===== config.mk =====
export PLATFORM = sky130hd
export DESIGN_NAME = spi_frame_ring_receiver_unit
export DESIGN_NICKNAME = d
export VERILOG_FILES = /design/src/rtl/sfrr_pkg.sv /design/src/rtl/sfrr_ram.sv /design/src/rtl/sfrr_front.sv /design/src/rtl/sfrr_back.sv /design/src/rtl/spi_frame_ring_receiver_unit.sv
export SDC_FILE = /design/constraint.sdc
export NUM_CORES = 2
export LEC_CHECK = 0
export ABC_CLOCK_PERIOD_IN_PS = 22800
export CAP_MARGIN = 25
export CORE_MARGIN = 2
export CORE_UTILIZATION = 51
export DETAILED_ROUTE_END_ITERATION = 10
export DONT_BUFFER_PORTS = 1
export GPL_ROUTABILITY_DRIVEN = 0
export PLACE_DENSITY = 0.68
export SKIP_CTS_REPAIR_TIMING = 1
export SLEW_MARGIN = 15
export SYNTH_ARGS = -nofsm -noshare
export SYNTH_HDL_FRONTEND = slang
export SYNTH_SLANG_ARGS = --single-unit

===== constraint.sdc =====
create_clock -name clk -period 22.8 [get_ports clk]
set_input_delay 2.28 -clock clk [delete_from_list [all_inputs] [get_ports clk]]
set_output_delay 2.28 -clock clk [all_outputs]
set_load 0.01 [all_outputs]

===== src/rtl/sfrr_pkg.sv =====
// ----------------------------------------------------------------------------
// sfrr_pkg
// Shared types, codes and defaults of the SPI frame ring receiver.
// ----------------------------------------------------------------------------
package sfrr_pkg;

  localparam int FRAME_BYTES_DEF = 16;
  localparam int RING_SLOTS_DEF  = 8;
  localparam int CNT_W           = 32;
  localparam int NUM_CNT         = 6;

  // event counter slots
  localparam int CNT_TRANS = 0;
  localparam int CNT_OVF   = 1;
  localparam int CNT_BUS   = 2;
  localparam int CNT_REARM = 3;
  localparam int CNT_ACK   = 4;
  localparam int CNT_ABORT = 5;

  // request kinds on the input channel
  localparam logic [3:0] KIND_INIT     = 4'd0;
  localparam logic [3:0] KIND_RX_BYTE  = 4'd1;
  localparam logic [3:0] KIND_COMPLETE = 4'd2;
  localparam logic [3:0] KIND_ERROR    = 4'd3;
  localparam logic [3:0] KIND_ACK      = 4'd4;
  localparam logic [3:0] KIND_ABORT    = 4'd5;
  localparam logic [3:0] KIND_STOP     = 4'd6;
  localparam logic [3:0] KIND_RESUME   = 4'd7;
  localparam logic [3:0] KIND_SERVICE  = 4'd8;
  localparam logic [3:0] KIND_POP      = 4'd9;
  localparam logic [3:0] KIND_QUERY    = 4'd10;

  typedef enum logic [1:0] {
    PH_STOPPED = 2'd0,
    PH_REQUEST = 2'd1,
    PH_DONE    = 2'd2,
    PH_ERROR   = 2'd3
  } phase_t;

  typedef enum logic [3:0] {
    OP_INIT,
    OP_RX,
    OP_COMPLETE,
    OP_ERROR,
    OP_ACK,
    OP_ABORT,
    OP_STOP,
    OP_RESUME,
    OP_SERVICE,
    OP_POP,
    OP_QUERY,
    OP_NOP
  } op_t;

  typedef struct packed {
    op_t        op;
    logic [7:0] data;
    logic       arm_ok;
    logic       deinit_ok;
    logic       nss_high;
  } cmd_t;

  typedef enum logic [2:0] {
    ST_IDLE,
    ST_COPY,
    ST_RESP,
    ST_POP_RD,
    ST_POP_EMIT
  } bstate_t;

endpackage


===== src/rtl/sfrr_ram.sv =====
// ----------------------------------------------------------------------------
// sfrr_ram
// Generic single write port RAM with one registered read port.
// ----------------------------------------------------------------------------
module sfrr_ram #(
  parameter int WIDTH = 8,
  parameter int DEPTH = 16,
  localparam int AW = (DEPTH > 1) ? $clog2(DEPTH) : 1
) (
  input  logic             clk,
  input  logic             wr_en,
  input  logic [AW-1:0]    wr_addr,
  input  logic [WIDTH-1:0] wr_data,
  input  logic [AW-1:0]    rd_addr,
  output logic [WIDTH-1:0] rd_data
);

  logic [WIDTH-1:0] mem_r [DEPTH];
  logic [WIDTH-1:0] rd_data_r;

  always_ff @(posedge clk) begin
    if (wr_en) begin
      mem_r[wr_addr] <= wr_data;
    end
    rd_data_r <= mem_r[rd_addr];
  end

  assign rd_data = rd_data_r;

endmodule


===== src/rtl/sfrr_front.sv =====
// ----------------------------------------------------------------------------
// sfrr_front
// Accepts input requests, decodes the kind and queues them for the back end.
// ----------------------------------------------------------------------------
module sfrr_front (
  input  logic           clk,
  input  logic           rst_n,
  input  logic           in_valid,
  output logic           in_stall,
  input  logic [3:0]     in_kind,
  input  logic [7:0]     in_rx_data,
  input  logic           in_arm_ok,
  input  logic           in_deinit_ok,
  input  logic           in_nss_high,
  output sfrr_pkg::cmd_t q_cmd,
  output logic           q_valid,
  input  logic           q_pop
);
  import sfrr_pkg::*;

  cmd_t       q_mem_r [2];
  logic       wr_ptr_r, wr_ptr_nxt;
  logic       rd_ptr_r, rd_ptr_nxt;
  logic [1:0] count_r, count_nxt;
  cmd_t       dec_cmd;
  logic       push;

  always_comb begin
    dec_cmd.data      = in_rx_data;
    dec_cmd.arm_ok    = in_arm_ok;
    dec_cmd.deinit_ok = in_deinit_ok;
    dec_cmd.nss_high  = in_nss_high;
    unique case (in_kind)
      KIND_INIT:     dec_cmd.op = OP_INIT;
      KIND_RX_BYTE:  dec_cmd.op = OP_RX;
      KIND_COMPLETE: dec_cmd.op = OP_COMPLETE;
      KIND_ERROR:    dec_cmd.op = OP_ERROR;
      KIND_ACK:      dec_cmd.op = OP_ACK;
      KIND_ABORT:    dec_cmd.op = OP_ABORT;
      KIND_STOP:     dec_cmd.op = OP_STOP;
      KIND_RESUME:   dec_cmd.op = OP_RESUME;
      KIND_SERVICE:  dec_cmd.op = OP_SERVICE;
      KIND_POP:      dec_cmd.op = OP_POP;
      KIND_QUERY:    dec_cmd.op = OP_QUERY;
      default:       dec_cmd.op = OP_NOP;
    endcase
  end

  assign in_stall = (count_r == 2'd2);
  assign push     = in_valid && !in_stall;
  assign q_valid  = (count_r != 2'd0);
  assign q_cmd    = q_mem_r[rd_ptr_r];

  always_comb begin
    wr_ptr_nxt = push ? ~wr_ptr_r : wr_ptr_r;
    rd_ptr_nxt = q_pop ? ~rd_ptr_r : rd_ptr_r;
    count_nxt  = count_r;
    if (push && !q_pop) begin
      count_nxt = count_r + 2'd1;
    end else if (!push && q_pop) begin
      count_nxt = count_r - 2'd1;
    end
  end

  always_ff @(posedge clk) begin
    if (!rst_n) begin
      wr_ptr_r <= 1'b0;
      rd_ptr_r <= 1'b0;
      count_r  <= 2'd0;
    end else begin
      wr_ptr_r <= wr_ptr_nxt;
      rd_ptr_r <= rd_ptr_nxt;
      count_r  <= count_nxt;
    end
  end

  always_ff @(posedge clk) begin
    if (push) begin
      q_mem_r[wr_ptr_r] <= dec_cmd;
    end
  end

endmodule


===== src/rtl/sfrr_back.sv =====
// ----------------------------------------------------------------------------
// sfrr_back
// Executes queued requests: phase machine, staging, frame ring, counters.
// ----------------------------------------------------------------------------
module sfrr_back #(
  parameter int FRAME_BYTES = sfrr_pkg::FRAME_BYTES_DEF,
  parameter int RING_SLOTS  = sfrr_pkg::RING_SLOTS_DEF
) (
  input  logic                     clk,
  input  logic                     rst_n,
  input  sfrr_pkg::cmd_t           q_cmd,
  input  logic                     q_valid,
  output logic                     q_pop,
  output logic                     out_valid,
  input  logic                     out_stall,
  output logic                     out_accepted,
  output logic [7:0]               out_frame_byte,
  output logic                     out_last,
  output logic [1:0]               out_phase_now,
  output logic                     out_armed_now,
  output logic                     out_idle_now,
  output logic [sfrr_pkg::CNT_W-1:0] out_transactions,
  output logic [sfrr_pkg::CNT_W-1:0] out_overflows,
  output logic [sfrr_pkg::CNT_W-1:0] out_bus_errors,
  output logic [sfrr_pkg::CNT_W-1:0] out_rearm_errors,
  output logic [sfrr_pkg::CNT_W-1:0] out_acks,
  output logic [sfrr_pkg::CNT_W-1:0] out_ack_aborts
);
  import sfrr_pkg::*;

  localparam int IDX_W   = (FRAME_BYTES > 1) ? $clog2(FRAME_BYTES) : 1;
  localparam int FILL_W  = $clog2(FRAME_BYTES + 1);
  localparam int SLOT_W  = $clog2(RING_SLOTS);
  localparam int RING_AW = SLOT_W + IDX_W;

  bstate_t              state_r, state_nxt;
  phase_t               phase_r, phase_nxt;
  logic                 armed_r, armed_nxt;
  logic [FILL_W-1:0]    fill_r, fill_nxt;
  logic [SLOT_W-1:0]    wslot_r, wslot_nxt;
  logic [SLOT_W-1:0]    rslot_r, rslot_nxt;
  logic [SLOT_W-1:0]    slot_r, slot_nxt;
  logic [FILL_W-1:0]    cnt_r, cnt_nxt;
  logic                 acc_r, acc_nxt;
  logic [CNT_W-1:0]     evt_r [NUM_CNT];
  logic [CNT_W-1:0]     evt_nxt [NUM_CNT];
  logic [NUM_CNT-1:0]   inc;

  logic                 out_valid_r, out_valid_nxt;
  logic                 out_load;
  logic                 out_acc_r, out_acc_nxt;
  logic [7:0]           out_byte_r, out_byte_nxt;
  logic                 out_last_r, out_last_nxt;
  logic [1:0]           out_phase_r;
  logic                 out_armed_r;
  logic                 out_idle_r;
  logic [CNT_W-1:0]     out_evt_r [NUM_CNT];

  logic                 out_free, take, ring_full, ring_drained;
  logic                 go_copy, go_pop, last_byte, copy_end, do_arm;
  logic [SLOT_W-1:0]    wslot_inc, rslot_inc;
  logic [FILL_W-1:0]    wr_idx;

  logic                 stg_we;
  logic [IDX_W-1:0]     stg_raddr;
  logic [7:0]           stg_rdata;
  logic                 ring_we;
  logic [RING_AW-1:0]   ring_waddr, ring_raddr;
  logic [7:0]           ring_wdata, ring_rdata;

  sfrr_ram #(.WIDTH(8), .DEPTH(FRAME_BYTES)) u_staging (
    .clk     (clk),
    .wr_en   (stg_we),
    .wr_addr (fill_r[IDX_W-1:0]),
    .wr_data (q_cmd.data),
    .rd_addr (stg_raddr),
    .rd_data (stg_rdata)
  );

  sfrr_ram #(.WIDTH(8), .DEPTH(RING_SLOTS << IDX_W)) u_ring (
    .clk     (clk),
    .wr_en   (ring_we),
    .wr_addr (ring_waddr),
    .wr_data (ring_wdata),
    .rd_addr (ring_raddr),
    .rd_data (ring_rdata)
  );

  assign out_free   = !out_valid_r || !out_stall;
  assign take       = (state_r == ST_IDLE) && q_valid;
  assign q_pop      = take;
  assign wslot_inc  = (wslot_r == SLOT_W'(RING_SLOTS - 1)) ? '0 : wslot_r + 1'b1;
  assign rslot_inc  = (rslot_r == SLOT_W'(RING_SLOTS - 1)) ? '0 : rslot_r + 1'b1;
  assign ring_full  = (wslot_inc == rslot_r);
  assign ring_drained = (wslot_r == rslot_r);
  assign go_copy    = take && (q_cmd.op == OP_COMPLETE) && (phase_r == PH_REQUEST)
                      && !ring_full;
  assign go_pop     = take && (q_cmd.op == OP_POP) && !ring_drained;
  assign last_byte  = (cnt_r == FILL_W'(FRAME_BYTES - 1));
  assign copy_end   = (cnt_r == FILL_W'(FRAME_BYTES));

  // copy: staging read runs one entry ahead of the ring write
  assign wr_idx     = cnt_r - 1'b1;
  assign stg_raddr  = cnt_r[IDX_W-1:0];
  assign ring_waddr = {slot_r, wr_idx[IDX_W-1:0]};
  // entries past the fill count are written to the ring as zero
  assign ring_wdata = (wr_idx < fill_r) ? stg_rdata : 8'd0;
  assign ring_raddr = {slot_r, cnt_r[IDX_W-1:0]};

  // next state
  always_comb begin
    state_nxt = state_r;
    unique case (state_r)
      ST_IDLE: begin
        if (go_copy) begin
          state_nxt = ST_COPY;
        end else if (go_pop) begin
          state_nxt = ST_POP_RD;
        end else if (take) begin
          state_nxt = ST_RESP;
        end
      end
      ST_COPY: begin
        if (copy_end) begin
          state_nxt = ST_RESP;
        end
      end
      ST_RESP: begin
        if (out_free) begin
          state_nxt = ST_IDLE;
        end
      end
      ST_POP_RD: state_nxt = ST_POP_EMIT;
      ST_POP_EMIT: begin
        if (out_free) begin
          state_nxt = last_byte ? ST_IDLE : ST_POP_RD;
        end
      end
      default: state_nxt = ST_IDLE;
    endcase
  end

  // datapath and outputs
  always_comb begin
    phase_nxt    = phase_r;
    armed_nxt    = armed_r;
    fill_nxt     = fill_r;
    wslot_nxt    = wslot_r;
    rslot_nxt    = rslot_r;
    slot_nxt     = slot_r;
    cnt_nxt      = cnt_r;
    acc_nxt      = acc_r;
    inc          = '0;
    do_arm       = 1'b0;
    stg_we       = 1'b0;
    ring_we      = 1'b0;
    out_load     = 1'b0;
    out_acc_nxt  = out_acc_r;
    out_byte_nxt = out_byte_r;
    out_last_nxt = out_last_r;

    unique case (state_r)
      ST_IDLE: begin
        if (take) begin
          acc_nxt = 1'b0;
          unique case (q_cmd.op)
            OP_INIT: begin
              wslot_nxt = '0;
              rslot_nxt = '0;
              do_arm    = 1'b1;
            end
            OP_RX: begin
              if (armed_r && (fill_r < FILL_W'(FRAME_BYTES))) begin
                stg_we   = 1'b1;
                fill_nxt = fill_r + 1'b1;
                acc_nxt  = 1'b1;
              end
            end
            OP_COMPLETE: begin
              armed_nxt      = 1'b0;
              inc[CNT_TRANS] = 1'b1;
              if (phase_r == PH_REQUEST) begin
                if (ring_full) begin
                  inc[CNT_OVF] = 1'b1;
                end else begin
                  slot_nxt  = wslot_r;
                  wslot_nxt = wslot_inc;
                  cnt_nxt   = '0;
                  acc_nxt   = 1'b1;
                end
                phase_nxt = PH_DONE;
              end else begin
                phase_nxt = PH_ERROR;
              end
            end
            OP_ERROR: begin
              armed_nxt    = 1'b0;
              phase_nxt    = PH_ERROR;
              inc[CNT_BUS] = 1'b1;
              acc_nxt      = 1'b1;
            end
            OP_ACK, OP_ABORT: begin
              if ((phase_r == PH_DONE) && !armed_r) begin
                if (q_cmd.op == OP_ACK) begin
                  inc[CNT_ACK] = 1'b1;
                end else begin
                  inc[CNT_ABORT] = 1'b1;
                end
                do_arm = 1'b1;
              end
            end
            OP_STOP: begin
              armed_nxt = 1'b0;
              phase_nxt = PH_STOPPED;
              acc_nxt   = 1'b1;
            end
            OP_RESUME: begin
              if (!q_cmd.deinit_ok) begin
                inc[CNT_REARM] = 1'b1;
              end else begin
                do_arm = 1'b1;
              end
            end
            OP_SERVICE: begin
              if ((phase_r == PH_ERROR) && !armed_r && q_cmd.nss_high) begin
                do_arm = 1'b1;
              end
            end
            OP_POP: begin
              if (!ring_drained) begin
                slot_nxt  = rslot_r;
                rslot_nxt = rslot_inc;
                cnt_nxt   = '0;
              end
            end
            OP_QUERY: acc_nxt = 1'b1;
            OP_NOP:   acc_nxt = 1'b0;
            default:  acc_nxt = 1'b0;
          endcase

          // arming clears staging through the fill count
          if (do_arm) begin
            fill_nxt  = '0;
            armed_nxt = q_cmd.arm_ok;
            phase_nxt = q_cmd.arm_ok ? PH_REQUEST : PH_ERROR;
            acc_nxt   = q_cmd.arm_ok;
            if (!q_cmd.arm_ok) begin
              inc[CNT_REARM] = 1'b1;
            end
          end
        end
      end
      ST_COPY: begin
        ring_we = (cnt_r != '0);
        if (!copy_end) begin
          cnt_nxt = cnt_r + 1'b1;
        end
      end
      ST_RESP: begin
        if (out_free) begin
          out_load     = 1'b1;
          out_acc_nxt  = acc_r;
          out_byte_nxt = 8'd0;
          out_last_nxt = 1'b1;
        end
      end
      ST_POP_RD: begin
        out_load = 1'b0;
      end
      ST_POP_EMIT: begin
        if (out_free) begin
          out_load     = 1'b1;
          out_acc_nxt  = 1'b1;
          out_byte_nxt = ring_rdata;
          out_last_nxt = last_byte;
          cnt_nxt      = cnt_r + 1'b1;
        end
      end
      default: begin
        out_load = 1'b0;
      end
    endcase

    for (int i = 0; i < NUM_CNT; i++) begin
      evt_nxt[i] = inc[i] ? evt_r[i] + CNT_W'(1) : evt_r[i];
    end

    if (out_load) begin
      out_valid_nxt = 1'b1;
    end else if (!out_stall) begin
      out_valid_nxt = 1'b0;
    end else begin
      out_valid_nxt = out_valid_r;
    end
  end

  always_ff @(posedge clk) begin
    if (!rst_n) begin
      state_r     <= ST_IDLE;
      phase_r     <= PH_STOPPED;
      armed_r     <= 1'b0;
      fill_r      <= '0;
      wslot_r     <= '0;
      rslot_r     <= '0;
      out_valid_r <= 1'b0;
      for (int i = 0; i < NUM_CNT; i++) begin
        evt_r[i] <= '0;
      end
    end else begin
      state_r     <= state_nxt;
      phase_r     <= phase_nxt;
      armed_r     <= armed_nxt;
      fill_r      <= fill_nxt;
      wslot_r     <= wslot_nxt;
      rslot_r     <= rslot_nxt;
      out_valid_r <= out_valid_nxt;
      for (int i = 0; i < NUM_CNT; i++) begin
        evt_r[i] <= evt_nxt[i];
      end
    end
  end

  // payload registers, status sampled when the result is loaded
  always_ff @(posedge clk) begin
    slot_r     <= slot_nxt;
    cnt_r      <= cnt_nxt;
    acc_r      <= acc_nxt;
    out_acc_r  <= out_acc_nxt;
    out_byte_r <= out_byte_nxt;
    out_last_r <= out_last_nxt;
    if (out_load) begin
      out_phase_r <= phase_r;
      out_armed_r <= armed_r;
      out_idle_r  <= ring_drained && ((phase_r == PH_STOPPED) || (phase_r == PH_REQUEST));
      for (int i = 0; i < NUM_CNT; i++) begin
        out_evt_r[i] <= evt_r[i];
      end
    end
  end

  assign out_valid        = out_valid_r;
  assign out_accepted     = out_acc_r;
  assign out_frame_byte   = out_byte_r;
  assign out_last         = out_last_r;
  assign out_phase_now    = out_phase_r;
  assign out_armed_now    = out_armed_r;
  assign out_idle_now     = out_idle_r;
  assign out_transactions = out_evt_r[CNT_TRANS];
  assign out_overflows    = out_evt_r[CNT_OVF];
  assign out_bus_errors   = out_evt_r[CNT_BUS];
  assign out_rearm_errors = out_evt_r[CNT_REARM];
  assign out_acks         = out_evt_r[CNT_ACK];
  assign out_ack_aborts   = out_evt_r[CNT_ABORT];

endmodule


===== src/rtl/spi_frame_ring_receiver_unit.sv =====
// ----------------------------------------------------------------------------
// spi_frame_ring_receiver_unit
// Collects SPI bytes into frames, keeps a frame ring and event counters.
// ----------------------------------------------------------------------------
// Usage: each request on the in_ channel (valid/stall) carries a kind plus
// its arguments; every request produces result items on the out_ channel,
// the final one flagged by out_last. A pop of a stored frame returns
// FRAME_BYTES items, every other request returns one item with the status
// snapshot taken after the request took effect.
// Requests go through a two-entry queue, so in_stall rises only when the
// queue is full. The execution unit takes the next request only once the
// current one has loaded its last result. A completed transfer that stores
// a frame is first copied byte-wide from staging into the ring memory; a
// pop reads each frame byte from the ring memory and then emits it, as the
// ring memory read is registered.
// While out_stall is high the result register holds and the execution unit
// waits on its next result; the queue keeps taking requests until full.
// Reset clears the phase, arm flag, fill count, ring pointers and counters.
// Ring contents are undefined after reset and need no clearing pass.
// ----------------------------------------------------------------------------
module spi_frame_ring_receiver_unit #(
  parameter int FRAME_BYTES = sfrr_pkg::FRAME_BYTES_DEF,
  parameter int RING_SLOTS  = sfrr_pkg::RING_SLOTS_DEF
) (
  input  logic                       clk,
  input  logic                       rst_n,
  input  logic                       in_valid,
  output logic                       in_stall,
  input  logic [3:0]                 in_kind,
  input  logic [7:0]                 in_rx_data,
  input  logic                       in_arm_ok,
  input  logic                       in_deinit_ok,
  input  logic                       in_nss_high,
  output logic                       out_valid,
  input  logic                       out_stall,
  output logic                       out_accepted,
  output logic [7:0]                 out_frame_byte,
  output logic                       out_last,
  output logic [1:0]                 out_phase_now,
  output logic                       out_armed_now,
  output logic                       out_idle_now,
  output logic [sfrr_pkg::CNT_W-1:0] out_transactions,
  output logic [sfrr_pkg::CNT_W-1:0] out_overflows,
  output logic [sfrr_pkg::CNT_W-1:0] out_bus_errors,
  output logic [sfrr_pkg::CNT_W-1:0] out_rearm_errors,
  output logic [sfrr_pkg::CNT_W-1:0] out_acks,
  output logic [sfrr_pkg::CNT_W-1:0] out_ack_aborts
);
  import sfrr_pkg::*;

  cmd_t q_cmd;
  logic q_valid;
  logic q_pop;

  sfrr_front u_front (
    .clk          (clk),
    .rst_n        (rst_n),
    .in_valid     (in_valid),
    .in_stall     (in_stall),
    .in_kind      (in_kind),
    .in_rx_data   (in_rx_data),
    .in_arm_ok    (in_arm_ok),
    .in_deinit_ok (in_deinit_ok),
    .in_nss_high  (in_nss_high),
    .q_cmd        (q_cmd),
    .q_valid      (q_valid),
    .q_pop        (q_pop)
  );

  sfrr_back #(
    .FRAME_BYTES (FRAME_BYTES),
    .RING_SLOTS  (RING_SLOTS)
  ) u_back (
    .clk              (clk),
    .rst_n            (rst_n),
    .q_cmd            (q_cmd),
    .q_valid          (q_valid),
    .q_pop            (q_pop),
    .out_valid        (out_valid),
    .out_stall        (out_stall),
    .out_accepted     (out_accepted),
    .out_frame_byte   (out_frame_byte),
    .out_last         (out_last),
    .out_phase_now    (out_phase_now),
    .out_armed_now    (out_armed_now),
    .out_idle_now     (out_idle_now),
    .out_transactions (out_transactions),
    .out_overflows    (out_overflows),
    .out_bus_errors   (out_bus_errors),
    .out_rearm_errors (out_rearm_errors),
    .out_acks         (out_acks),
    .out_ack_aborts   (out_ack_aborts)
  );

`ifndef SYNTHESIS
  // only frame bytes of a pop come without last, and those are accepted
  a_mid_frame_accepted: assert property (@(posedge clk) disable iff (!rst_n)
    out_valid && !out_last |-> out_accepted)
    else $error("non-final result not accepted");

  a_refused_zero_byte: assert property (@(posedge clk) disable iff (!rst_n)
    out_valid && !out_accepted |-> out_frame_byte == 8'd0)
    else $error("refused result carries a frame byte");

  a_armed_in_request: assert property (@(posedge clk) disable iff (!rst_n)
    out_valid && out_armed_now |-> out_phase_now == PH_REQUEST)
    else $error("armed outside request phase");

  a_idle_phase: assert property (@(posedge clk) disable iff (!rst_n)
    out_valid && out_idle_now |->
      (out_phase_now == PH_STOPPED || out_phase_now == PH_REQUEST))
    else $error("idle reported in done or error phase");
`endif

endmodule

After elaboration in Yosys (flattened, before gate mapping)
Memory sizes are Yosys's and may differ from the RTL's. A register that Yosys moved wholly into a read port is not among the register bits.
Cells that the tools add are included.

operators by class
  $add $sub $neg = 13
  $mul = 0
  div/mod/pow operators = 0
  magnitude comparators = 2
  equal/unequal tests = 38
  shift-type cells = 0
  muxes and demuxes = 104
  bitwise gates (word level) = 8
  reduce and logical (&&, ||, !) cells = 53

operators by type and width
  cell                   count
  $mux 32                12
  $add 32x1->32 const B  6
  $mux 5                 9
  $mux 1                 44
  $mux 3                 14
  $mux 8                 3
  $pmux 3 s2             3
  $reduce_bool 2->1      9
  $eq 4x3->1 const B     4
  $mux 2                 8
  $pmux 8 s2             1
  $pmux 3 s5             1
  $pmux 5 s3             1
  $logic_and 1x1->1      14
  $eq 4x4->1 const B     3
  $mux 6                 2
  $ne 3x3->1 const B     4
  $reduce_and 4->1       3
  $add 5x1->5 const B    2
  $ne 2x1->1 const B     5
  $pmux 5 s2             1
  $eq 3x3->1 const B     3
  $reduce_and 3->1       3
  $eq 4x2->1 const B     2
  36 further kinds       61

storage, ports and cells
  register bits after elaboration = 45
  bits in latches = 0
  RAM bits = 1566
  memory bits (read-only) = 64
  bits of input ports = 19
  logic and storage cells = 243
  memories kept = 6

memory list
  name                    depth  bits a word  rd ports  clocked after memory_dff  wr ports  line              text
  u_back.u_ring.mem_r     128    8            1         1                         1         sfrr_ram.sv:18    logic [WIDTH-1:0] mem_r [DEPTH];
  u_back.evt_r            6      32           6         0                         6         sfrr_back.sv:45   logic [CNT_W-1:0] evt_r [NUM_CNT];
  u_back.out_evt_r        6      32           6         0                         6         sfrr_back.sv:57   logic [CNT_W-1:0] out_evt_r [NUM_CNT];
  u_back.u_staging.mem_r  16     8            1         1                         1         sfrr_ram.sv:18
  (name not given)        16     4            1         0                         0         sfrr_front.sv:33  unique case (in_kind)
  u_front.q_mem_r         2      15           1         1                         1         sfrr_front.sv:21  cmd_t q_mem_r [2];

Logic depth before layout (Yosys ltp)
  depth after elaboration = 12
  gate-level depth with buffers = 15

By module
From an unflattened synthesis, not the netlist that was laid out.

unflattened totals
  cell total of the unflattened synthesis = 3367
  area, all modules = 62819.0 µm²

by module, submodules not included
  module                        times used  cells each  area each (µm²)  seq. area each (µm²)
  sfrr_ram at u_back.u_ring     1           1635        39665.5          30909.6
  sfrr_back                     1           1428        16664.7          10660.2
  sfrr_ram at u_back.u_staging  1           229         5147.4           4003.8
  sfrr_front                    1           75          1341.3           1001.0

Least setup slack after synthesis
OpenSTA, ideal clock, no wires.

  path type = input-to-reg
  from = input out_stall
  to = register u_back.out_armed_r (netlist: u_back.out_armed_now), enable pin
  library setup time = 0.992 ns
  arrival time = 15.774 ns
  setup slack = 6.034 ns
  stages = 3
  buffers on the path = 1
  cells stage by stage = and2_1 clkbuf_1 nor3_1

on the way
  cells in the longest elaborated chain, start to end = 4

RTL lines
  item                       line                                text
  from (decl)                spi_frame_ring_receiver_unit.sv:35  input logic out_stall,
  $logic_not 1->1            sfrr_back.sv:89                     assign out_free = !out_valid_r || !out_stall;
  $logic_or 1x1->1           sfrr_back.sv:89
  $mux 1                     sfrr_back.sv:260, sfrr_back.sv:271
  $mux 1                     -
  named net u_back.out_load  sfrr_back.sv:50                     logic out_load;
  to (signal assigned)       sfrr_back.sv:333                    out_armed_r <= armed_r;
  to (decl)                  sfrr_back.sv:55                     logic out_armed_r;

The timed path passes the listed nets, and every way through them passes these cells.
A chain may end at the register's enable or synchronous reset.

Worst setup path in the final report
  from = register u_back.cnt_r[2]
  to = memory u_back.u_ring.mem_r[6][0], data pin

on the way
  cells in the longest elaborated chain, start to end = 3

RTL lines
  item                            line              text
  from (decl)                     sfrr_back.sv:43   logic [FILL_W-1:0] cnt_r, cnt_nxt;
  from (signal assigned)          sfrr_back.sv:326  cnt_r <= cnt_nxt;
  $sub 5x1->5                     sfrr_back.sv:103  assign wr_idx = cnt_r - 1'b1;
  $lt 5x5->1                      sfrr_back.sv:107  assign ring_wdata = (wr_idx < fill_r) ? stg_rdata : 8'd0;
  $mux 8                          sfrr_back.sv:107
  named net u_back.ring_wdata[0]  sfrr_back.sv:69   logic [7:0] ring_wdata, ring_rdata;
  to (decl)                       sfrr_ram.sv:18

The timed path passes the listed nets, and every way through them passes these cells.

==> impl_metrics.py <==
metrics = {
    "clock_network": {
        "clkTransAtPathRegs_ps": 60,
        "clock_sinks": 1628,
        "clk_latency_ps": 780,
        "cts-root-buf": "clkbuf_16",
        "clock_path_buffers": 3,
        "cts_tree": "done",
        "numCtsBuffers": 163,
        "cts_max_level": 4,
    },
    "logic_synthesis": {
        "syn_inst": 3687,
        "synth.largest_area_cell": "edfxtp_1",
        "seq_area_frac_synth": 0.7345,
        "yosysMostFrequentCell": "edfxtp_1",
        "yosysUniqueCellTypes": 77,
        "syn_nets": 3729,
        "ys_top_cells_by_area": "edfxtp_1, mux4_2, dfxtp_1",
        "ys_seq_elements": 1628,
        "synth_top_cell_area_share": 0.6616,
        "async_flop_share": 0,
        "netlist_area_mm2": 0.06341,
        "ys_top_cells_by_count": "edfxtp_1, nor2_1, mux4_2",
        "synth_warnings": 0,
        "synth_edf_count": 1397,
        "avgSynthCellArea_um2": 17.20,
        "synth_flop_cell": "edfxtp_1",
    },
    "placed_design": {
        "io_buffer_count": 0,
        "hpwl_um": 86990,
        "dp.cells": 5184,
    },
    "timing": {
        "rsz0062_at_grt": "false",
        "skew_ps": 38.58,
        "min_period_over_period": 0.2224,
        "fin_crit_ps": 5071,
        "tightest_slew_ps": 1042,
        "clock.fmax_ghz": 0.1972,
        "finalSetupViolCount": 0,
        "slew_viol_final": 0,
        "fin_tns_setup_ps": 0,
        "maxSlewHeadroom": 0.3026,
        "final-hold-violation-count": 0,
    },
    "run_status": {
        "run_status": "complete, no violations",
    },
    "grt": {
        "grt_pass1_wl_um": 212000,
        "grt.overflow.total": 0,
        "grt_max_degree": 187,
        "grtUsageTotal": 0.2227,
        "grt_antenna_before_repair": 4,
        "grt_pass1_vias": 32520,
    },
    "floorplanning": {
        "placementRows": 129,
        "die_x_um": 356.6,
        "io_pins": 227,
        "die_area_mm2": 0.1272,
        "coreArea_mm2": 0.1235,
        "die_h_um": 356.6,
        "start_util": 0.5135,
    },
    "routing": {
        "avgRoutedWirePerCell_um": 25.66,
        "viasPerCell": 6.036,
        "wirelength_um": 140700,
        "wl_met2_um": 68030,
        "first_pass_iters": 5,
        "top_layer_used": "met4",
        "wl_met1_um": 58780,
        "drtIter0Drc": 3369,
        "drc": 0,
        "met3WireLength_um": 10310,
        "vias": 33110,
        "drtAntennaViolNets": 0,
    },
    "final_layout": {
        "layout.cells.non_filler": 5485,
        "syn_to_final_growth_pct": 11.07,
        "nets": 3757,
        "drive_gt1_frac": 0.1655,
        "antennaDiodeCount": 0,
    },
    "flow_run": {
        "cap_violations": 0,
    },
    "critical_path": {
        "worstSetupPathType": "flip-flop to flip-flop",
        "critPathLaunchType": "flip-flop",
        "crit_required_ps": 23260,
        "arrival_ps": 5530,
        "worst_setup_path_end_kind": "flip-flop",
        "critPathMaxFanout": 75,
    },
    "power": {
        "vdd_drop_max_mv": 0.08538,
        "leakagePower_nw": 21.67,
        "power_density_mw_per_mm2": 89.19,
    },
    "min_path": {
        "min_path_type": "flip-flop to flip-flop",
    },
}
[sequential cells by signal, summed over array words and instances, names as in the netlist, 2 cells and up, named ones only]
name and count:
u_back.cnt_r 5, u_back.evt_r 192, u_back.rslot_r 3, u_back.u_staging.rd_data 8
u_back.fill_r 5, u_back.slot_r 3, u_back.u_staging.mem_r 128, u_front.q_mem_r 30
u_back.out_evt_r 192, u_back.u_ring.rd_data 8, u_back.state_r 3, u_front.count_r 2
u_back.out_phase_now 2, u_back.out_frame_byte 8, u_back.phase_r 2, u_back.wslot_r 3
u_back.u_ring.mem_r 1024
[cell usage in the layout (no fill, tap or decap), types with 15 or more instances in the layout]
| cell type | n |
|---|---|
| edfxtp_1 | 1397 |
| nor2_1 | 311 |
| mux4_2 | 295 |
| dfxtp_1 | 231 |
| clkbuf_16 | 167 |
| nand2_1 | 154 |
| a21oi_1 | 108 |
| xnor2_1 | 103 |
| nand3_1 | 99 |
| mux2i_1 | 84 |
| nor3_1 | 65 |
| inv_1 | 62 |
| o21ai_0 | 57 |
| nor4_1 | 51 |
| clkbuf_1 | 49 |
| buf_4 | 46 |
| or3_1 | 45 |
| nand4_1 | 44 |
| a22oi_1 | 38 |
| xor2_1 | 25 |
| and3_1 | 24 |
| clkinv_2 | 24 |
| ha_1 | 23 |
| nor2b_1 | 22 |
| or4_1 | 22 |
| nand2b_1 | 21 |
| clkinv_1 | 21 |
| o31ai_1 | 20 |
| mux2_2 | 16 |
| and4_1 | 15 |
[final cells by class]
cell class	instances	area [um2]
fill	9233	53050
tap	1637	2048
clock inverter	76	784.5
sequential	1628	46570
multi-input combinational	1805	15850
timing repair buffer	53	480.5
inverter	64	245.2
clock buffer	222	4446
[power breakdown]
part / switching [mW] / internal, mW / leakage (nW) / total (mW)
logic: 0.162 / 0.0476 / 4.41 / 0.210
registers: 0.0909 / 3.36 / 14.7 / 3.45
clock network: 1.11 / 1.52 / 2.54 / 2.62
[final timing paths]
kind,start,to,slack (ps),depth (start not counted)
max reg2reg,u_back.cnt_r[2],u_back.u_ring.mem_r[6][0],17730,10
max,u_back.cnt_r[2],u_back.u_ring.mem_r[6][0],17730,10
min reg2reg,u_back.evt_r[0][63],u_back.out_evt_r[1][31],450,0
min,u_back.evt_r[0][63],u_back.out_evt_r[1][31],450,0
[routing by layer]
| metal | GRT usage | vias to the layer above |
|---|---|---|
| met5 | 0 | - |
| met3 | 0.04271 | 210 |
| met2 | 0.3567 | 1270 |
| met1 | 0.3120 | 17000 |
| li1 | - | 14630 |
| met4 | 0.06751 | 0 |
[cells by family after synthesis]
group                    after synthesis  share of synthesized area
AND/OR/NAND/NOR                      933                    0.07252
buffers and inverters                254                    0.01624
adder cells (fa/ha/maj)               23                   0.004539
flip-flops                          1628                     0.7345
AO/OA/AOI/OAI                        326                    0.03361
XOR/XNOR                             128                    0.01768
multiplexers                         395                     0.1209
[worst max-delay path, stage by stage (launching register included)]
cell and delay (ps):
edfxtp_1 630, buf_4 740, nor3_1 150, xnor2_1 420, inv_1 240, ha_1 340, o21ai_0 90, nand2b_1 90
a21oi_1 490, and2_4 690, buf_4 760
[metrics by stage]
step / total power, mW / hold WS [ps] / cell area, um2 / utilization / setup WS (ps)
final: 6.281 / 446.9 / 70430 / 0.5704 / 17730
after CTS: 6.324 / 448.1 / 70370 / 0.5699 / 17710
after detailed placement: 3.725 / 436.7 / 65140 / 0.5275 / 17750
after global routing: 6.477 / 481.6 / 70430 / 0.5704 / 17380
after floorplan: 3.677 / 406.4 / 63410 / - / 6034
after global placement: 3.716 / 431.4 / 65120 / 0.5274 / 17890
(Power assumes the default switching activity.)
